**config.mk**
```make
export PLATFORM = sky130hd
export DESIGN_NAME = ipa_ctrl
export DESIGN_NICKNAME = d
export VERILOG_FILES = /design/src/rtl/core/index_pool_allocator_core_defines.svh /design/src/rtl/core/ipa_pkg.sv /design/src/rtl/core/ipa_ctrl.sv
export SDC_FILE = /design/constraint.sdc
export NUM_CORES = 1
export LEC_CHECK = 0
export BUFFER_PORTS_ARGS = -buffer_cell sky130_fd_sc_hd__buf_2
export CAP_MARGIN = 20
export CORE_AREA = 3 3 40 42
export CTS_CLUSTER_SIZE = 8
export DETAILED_ROUTE_END_ITERATION = 8
export DIE_AREA = 0 0 43 45
export GPL_ROUTABILITY_DRIVEN = 0
export GPL_TIMING_DRIVEN = 0
export SYNTH_ARGS = -nofsm -noshare
export SYNTH_HDL_FRONTEND = slang
export SYNTH_SLANG_ARGS = --single-unit
```
**constraint.sdc**
```tcl
create_clock -name clk -period 3.1 [get_ports clk]
set_clock_uncertainty 0.05 [all_clocks]
set_input_delay 0.155 -clock clk [delete_from_list [all_inputs] [get_ports clk]]
set_output_delay 0.155 -clock clk [all_outputs]
set_load 0.02 [all_outputs]
```
**src/rtl/core/index_pool_allocator_core_defines.svh**
```systemverilog
// assertion macros for the index pool allocator core
// used by the top level, expects clk and rst in scope
`ifndef INDEX_POOL_ALLOCATOR_CORE_DEFINES_SVH
`define INDEX_POOL_ALLOCATOR_CORE_DEFINES_SVH

// same-cycle implication, checked outside reset
`define IPA_ASSERT_IMPL(label, ante, cons, msg) \
  label: assert property (@(posedge clk) disable iff (rst) (ante) |-> (cons)) \
    else $error(msg);

// next-cycle implication, checked outside reset
`define IPA_ASSERT_NEXT(label, ante, cons, msg) \
  label: assert property (@(posedge clk) disable iff (rst) (ante) |=> (cons)) \
    else $error(msg);

`endif

```
**src/rtl/core/ipa_pkg.sv**
```systemverilog
// shared types and constants for the index pool allocator core
// no dependencies
package ipa_pkg;

  localparam int IDX_W          = 12;
  localparam int LIMIT_W        = 13;
  localparam int OP_W           = 3;
  localparam int STATUS_W       = 2;
  localparam int POOL_DEPTH_DEF = 4096;
  localparam logic [LIMIT_W-1:0] LIMIT_RESET = 13'd4096;

  typedef enum logic [OP_W-1:0] {
    OP_ALLOC     = 3'd0,
    OP_REL_NOW   = 3'd1,
    OP_REL_DEFER = 3'd2,
    OP_FLUSH     = 3'd3,
    OP_RESET     = 3'd4
  } op_t;

  typedef enum logic [STATUS_W-1:0] {
    ST_OK      = 2'd0,
    ST_EMPTY   = 2'd1,
    ST_IGNORED = 2'd2
  } status_t;

  typedef enum logic [1:0] {
    S_IDLE,
    S_EXEC,
    S_READ,
    S_DONE
  } state_t;

  typedef struct packed {
    logic capture;
    logic exec;
    logic finish;
    logic load_out;
  } ipa_cmd_t;

  typedef struct packed {
    logic needs_read;
  } ipa_sts_t;

endpackage

```
**src/rtl/core/ipa_ctrl.sv**
```systemverilog
// controller state machine: input handshake, sequencing, output valid
// uses ipa_pkg
module ipa_ctrl (
  input  logic              clk,
  input  logic              rst,
  input  logic              in_valid,
  output logic              in_ready,
  output logic              out_valid,
  input  logic              out_ready,
  input  ipa_pkg::ipa_sts_t sts,
  output ipa_pkg::ipa_cmd_t cmd
);

  ipa_pkg::state_t state, state_next;
  logic            out_free;

  assign out_free = !out_valid || out_ready;

  always_comb begin
    state_next = state;
    unique case (state)
      ipa_pkg::S_IDLE: begin
        if (in_valid) begin
          state_next = ipa_pkg::S_EXEC;
        end
      end
      ipa_pkg::S_EXEC: begin
        state_next = sts.needs_read ? ipa_pkg::S_READ : ipa_pkg::S_DONE;
      end
      ipa_pkg::S_READ: begin
        state_next = ipa_pkg::S_DONE;
      end
      ipa_pkg::S_DONE: begin
        if (out_free) begin
          state_next = ipa_pkg::S_IDLE;
        end
      end
      default: begin
        state_next = ipa_pkg::S_IDLE;
      end
    endcase
  end

  always_comb begin
    in_ready = 1'b0;
    cmd      = '0;
    unique case (state)
      ipa_pkg::S_IDLE: begin
        in_ready    = 1'b1;
        cmd.capture = in_valid;
      end
      ipa_pkg::S_EXEC: begin
        cmd.exec = 1'b1;
      end
      ipa_pkg::S_READ: begin
        cmd.finish = 1'b1;
      end
      ipa_pkg::S_DONE: begin
        cmd.load_out = out_free;
      end
      default: begin
        in_ready = 1'b0;
      end
    endcase
  end

  always_ff @(posedge clk) begin
    if (rst) begin
      state     <= ipa_pkg::S_IDLE;
      out_valid <= 1'b0;
    end else begin
      state <= state_next;
      if (cmd.load_out) begin
        out_valid <= 1'b1;
      end else if (out_ready) begin
        out_valid <= 1'b0;
      end
    end
  end

endmodule

```
After elaboration in Yosys (flattened, before gate mapping):

Index checks and enable logic that the tools add are counted.
Widths: inputs -> output; s select.

* register bits: 3
* bits in latches: 0
* RAM bits: 0
* bits in read-only memories: 0
* output and inout bits: 6
* logic and storage cells: 23
* memories: 0

* add/sub/neg operators: 0
* multipliers: 0
* div/mod/pow operators: 0
* $lt $le $gt $ge: 0
* eq/ne operators: 5
* shift operators: 0
* muxes and demuxes: 11
* bitwise logic cells: 0
* reduce and logical (&&, ||, !) cells: 5

Operators with widths (count)
* $mux 1: 8
* $pmux 2 s4: 1
* $eq 2x2->1 const B: 2
* $mux 2: 2
* $ne 2x2->1 const B: 2
* $eq 2x1->1 const B: 1
* $logic_not 2->1: 1
* $reduce_and 2->1: 1
* $reduce_bool 2->1: 1
* $logic_not 1->1: 1
* $logic_or 1x1->1: 1

Logic depth before layout (Yosys ltp):

* depth after elaboration: 4
* depth in mapped cells: 5
* gate-level depth less buffers: 5

Worst setup path after synthesis:

No wires, ideal clock.

* path kind: reg-to-reg
* from: reg state[0]
* to: reg state[0]
* library setup time: 0.070 ns
* arrival time: 1.279 ns
* data required time: 2.980 ns
* setup slack: 1.701 ns
* stages on the path, launching flop included: 6
* path buffers: 0
* clock period less this slack: 1.399 ns
* cell sequence: dfxtp_1 inv_1 ha_1 mux2i_1 or3_1 a21oi_1

* longest elaborated chain between the ends: 3
* elaborated cells on any way between the ends: 8
* classes of those cells: 5 x eq/ne; 1 x mux; 2 x reduce/logical

Ends and longest elaborated chain
* start: declaration: RTL line ipa_ctrl.sv:14 `ipa_pkg::state_t state, state_next;`
* start signal: assignment: RTL line ipa_ctrl.sv:69 `state <= ipa_pkg::S_IDLE;`
* start signal: assignment: RTL line ipa_ctrl.sv:72 `state <= state_next;`
* $eq 2x2->1 or $logic_not 2->1 (tied branches): RTL line ipa_ctrl.sv:21 `unique case (state)`
* $ne 2x2->1 (no source line)
* $reduce_and 2->1 (no source line)

Parallel ways exist; a longest one is shown, timed or not.
A chain may end at the register's enable or synchronous reset.

==> key figures <==
STA
  • Final period util: 0.472
  • Max_slew headroom: 0.840
  • Fmax: about 680 MHz
  • Number of pins with negative max-slew slack in the final report: 0
  • Aggregate negative setup slack: 0 ns
  • Slew of the pin with the lowest slew margin: 0.237 ns
  • Smallest hold slack: 0.0853 ns
  • Number of endpoints with negative hold slack in the final report: 0
  • Setup repair after global routing missed its margin: false
  • Final Setup Violations: 0
  • Time the worst path needs with I/O delays and setup: 1.46 ns

Pwr
  • Combinational share of power: 0.484
  • Switching power summed over all nets: 0.105 mW
  • Power per cell area: a little over 800 mW/mm^2
  • Clock network power share: 0.274
  • Leakage component of the power: ~0.16 nW
  • Cell-internal power: about 0.15 mW
  • VDD IR max: between 0.2 and 0.3 mV
  • Sequential share of power: 0.242
  • Sw frac: 0.412

Layout
  • Cell area after layout: 317 um^2
  • P&R area growth vs syn: 42.9%
  • Area taken by flip-flops and latches: between 60 and 70 um^2
  • Number of nets in the layout: 49
  • Post-layout util: 0.246
  • Diodes inserted: 0
  • Filler cell count in the final layout: between 100 and 150
  • Area used by multi-input combinational logic: around 150 um^2
  • Share of final-layout standard cells stronger than drive strength 1: 0.359

Worst setup path
  • Critical-path maximum fanout: 5
  • Number of cells traversed by the worst register-to-register path: 5
  • Data arrival time of the worst path: ~1.3 ns
  • CP startpoint: state[1]$_SDFFE_PP0P_
  • Setup slack on the worst flop-to-flop path: 1.70 ns
  • Element type at the critical path start: flop
  • Launch point of the worst reg-to-reg path: state[1]$_SDFFE_PP0P_
  • Endpoint type of the worst setup path: output port
  • Start-to-end type of the worst setup path: flop to output port
  • CP required: about 2.9 ns
  • Capturing point of the worst reg2reg path: state[0]$_SDFFE_PP0P_

Synthesis
  • Synthesized-area fraction occupied by ao, oa, aoi and oai cells: 0.175
  • Number of synthesized flops with an enable pin: 0
  • Largest family of logic cells by synthesized area: adder cells
  • Main area contributors after synthesis: sky130_fd_sc_hd__dfxtp_1 (27%), sky130_fd_sc_hd__ha_1 (23%), sky130_fd_sc_hd__nor2b_1 (8.5%)
  • Post-Synth Adder-Cell Area: 0.226
  • Portion of netlist area occupied by mux cells: 0.0452
  • Post-synth top area cell: sky130_fd_sc_hd__dfxtp_1
  • Area share of xor/xnor cells in the synthesized design: 0
  • Most common library cells after synthesis: sky130_fd_sc_hd__ha_1 (4), sky130_fd_sc_hd__inv_1 (4), sky130_fd_sc_hd__dfxtp_1 (3), sky130_fd_sc_hd__nor2b_1 (3), sky130_fd_sc_hd__a21oi_1 (2)
  • Post-synth top area share: 0.271
  • Seq/Total Area, Yosys: 0.271
  • Avg Cell Area, Syn: about 9 um^2
  • Netlist Area Pre-Place: 221 um^2
  • Synthesized net count: 34
  • Share of synthesized cell area in and, or, nand and nor gates: 0.215
  • Predominant post-synthesis flop cell: sky130_fd_sc_hd__dfxtp_1
  • Number of register bits inferred by synthesis: 3
  • Synthesis Warnings: 0
  • Fraction of synthesis flops using an asynchronous set or reset pin: 0
  • Post-synthesis cell count: 25
  • Library cells used by synthesis: 14

Clock tree
  • Hold buffer count at cts: 0
  • Clk_lat worst skew: 0.24 ns
  • CTS Buffer Depth: 2
  • Number of buffers inserted to repair setup after CTS: 0
  • H-tree depth: 1
  • CTS tree: yes
  • Clock transition at the registers of the reported paths: 0.04 ns
  • Root buffer cell: sky130_fd_sc_hd__clkbuf_4
  • CTS-repair resized insts: 0
  • Clock Sinks: 3
  • Clock buffers created by TritonCTS: 3

Run status
  • Result of the run: finished, final reports clean

Detailed routing
  • Ratio of routed vias to standard cells: roughly 3.8
  • Antenna Nets Post-Route: 0
  • Wire length after detailed routing: around 450 um
  • WL/cell: 8.33 um
  • Remaining design rule violation count: 0
  • TritonRoute pass-1 iters: 3
  • First-iteration detailed-routing DRC count: 4
  • Via count: a little over 200

Place
  • Post-detailed-placement cell area: ~290 um^2
  • Detailed-placement wirelength estimate: roughly 360 um
  • Total of buffers placed on input and output ports: 10

Worst hold path
  • End point of the most critical hold path: state[0]$_SDFFE_PP0P_
  • Hold crit path type: input port to flop
  • Startpoint of the most critical hold path: rst
  • Hold-critical path depth: 2

Die
  • Die outline width: 43 um
  • Core region area: ~0.0013 mm^2
  • Initial standard-cell utilization of the core: 0.172
  • Cell row count: 13
  • # IOs: 11
  • Vertical die dimension: 45 um
  • Area enclosed by the die boundary: a little under 0.002 mm^2

Job
  • Max Cap Viol: 0

Global route
  • Initial antenna violation count: 0
  • Via count of the first global-routing pass: 189
  • Wire length of the first global-routing pass: between 700 and 800 um
  • GRT Total Usage: 0.0566
  • Residual overflow from global routing: 0
  • Maximum number of pins on one net before global-route repair: 6
-- worst max-delay path, stage by stage (launching register included) --
cell                      delay (ns)
sky130_fd_sc_hd__dfxtp_1        0.40
sky130_fd_sc_hd__inv_1          0.08
sky130_fd_sc_hd__ha_1           0.24
sky130_fd_sc_hd__and2_1         0.15
sky130_fd_sc_hd__buf_2          0.15
-- worst max path at each step --
stage	endpoint	slack, ns	cells after the start
detailed placement	state[0]$_SDFFE_PP0P_	1.69	5
global route	cmd[3]	1.55	4
CTS	cmd[3]	1.61	4
global placement	state[0]$_SDFFE_PP0P_	1.72	5
finish	cmd[3]	1.64	4
floorplan	state[0]$_SDFFE_PP0P_	1.70	5
-- layer usage --
metal,routed length (um),up-vias,track usage
met5,0,-,0
met4,23,0,0.0723
met3,44,2,0.0120
met2,154,11,0.0659
met1,227,81,0.0745
li1,-,112,-
-- registers in the layout, indices dropped and copies added, names as in the netlist --
register   flops
state          2
out_valid      1
-- layout by cell type, fill, tap and decap left out, types with 2 or more instances in the layout --
cell type | netlist | routed
sky130_fd_sc_hd__clkbuf_4 | 0 | 3
sky130_fd_sc_hd__a21oi_1 | 2 | 2
sky130_fd_sc_hd__ha_1 | 4 | 4
sky130_fd_sc_hd__nor2b_1 | 3 | 3
sky130_fd_sc_hd__dfxtp_1 | 3 | 3
sky130_fd_sc_hd__inv_1 | 4 | 4
sky130_fd_sc_hd__buf_2 | 0 | 10
-- power by group through the flow --
stage / logic [mW] / registers, mW / clock network, mW
CTS: 0.126 / 0.0623 / 0.0743
detailed placement: 0.125 / 0.0627 / 0
finish: 0.123 / 0.0617 / 0.0698
floorplan: 0.0957 / 0.0603 / 0
global placement: 0.124 / 0.0622 / 0
global route: 0.138 / 0.0638 / 0.0744
-- kinds of logic (layout without fill, tap and decap cells) --
group           Yosys count  after routing
buf+inv                   4             18
simple gates              7              7
mux                       1              1
fa+ha+maj                 4              4
compound gates            6              6
flops                     3              3
-- per-stage QoR --
step           cells  setup WS (ns)  total power [mW]
6_report          54           1.64             0.255
5_1_grt           54           1.55             0.276
4_1_cts           54           1.61             0.262
3_5_place_dp      50           1.69             0.188
3_3_place_gp      50           1.72             0.186
2_1_floorplan     25           1.70             0.156
-- area by class of cell --
type	instances	area share
Timing Repair Buffer	10	0.158
Multi-Input combinational cell	18	0.462
Sequential cell	3	0.190
Clock buffer	4	0.0830
Inverter	4	0.0474
Tap cell	15	0.0593
(Power assumes the default switching activity.)
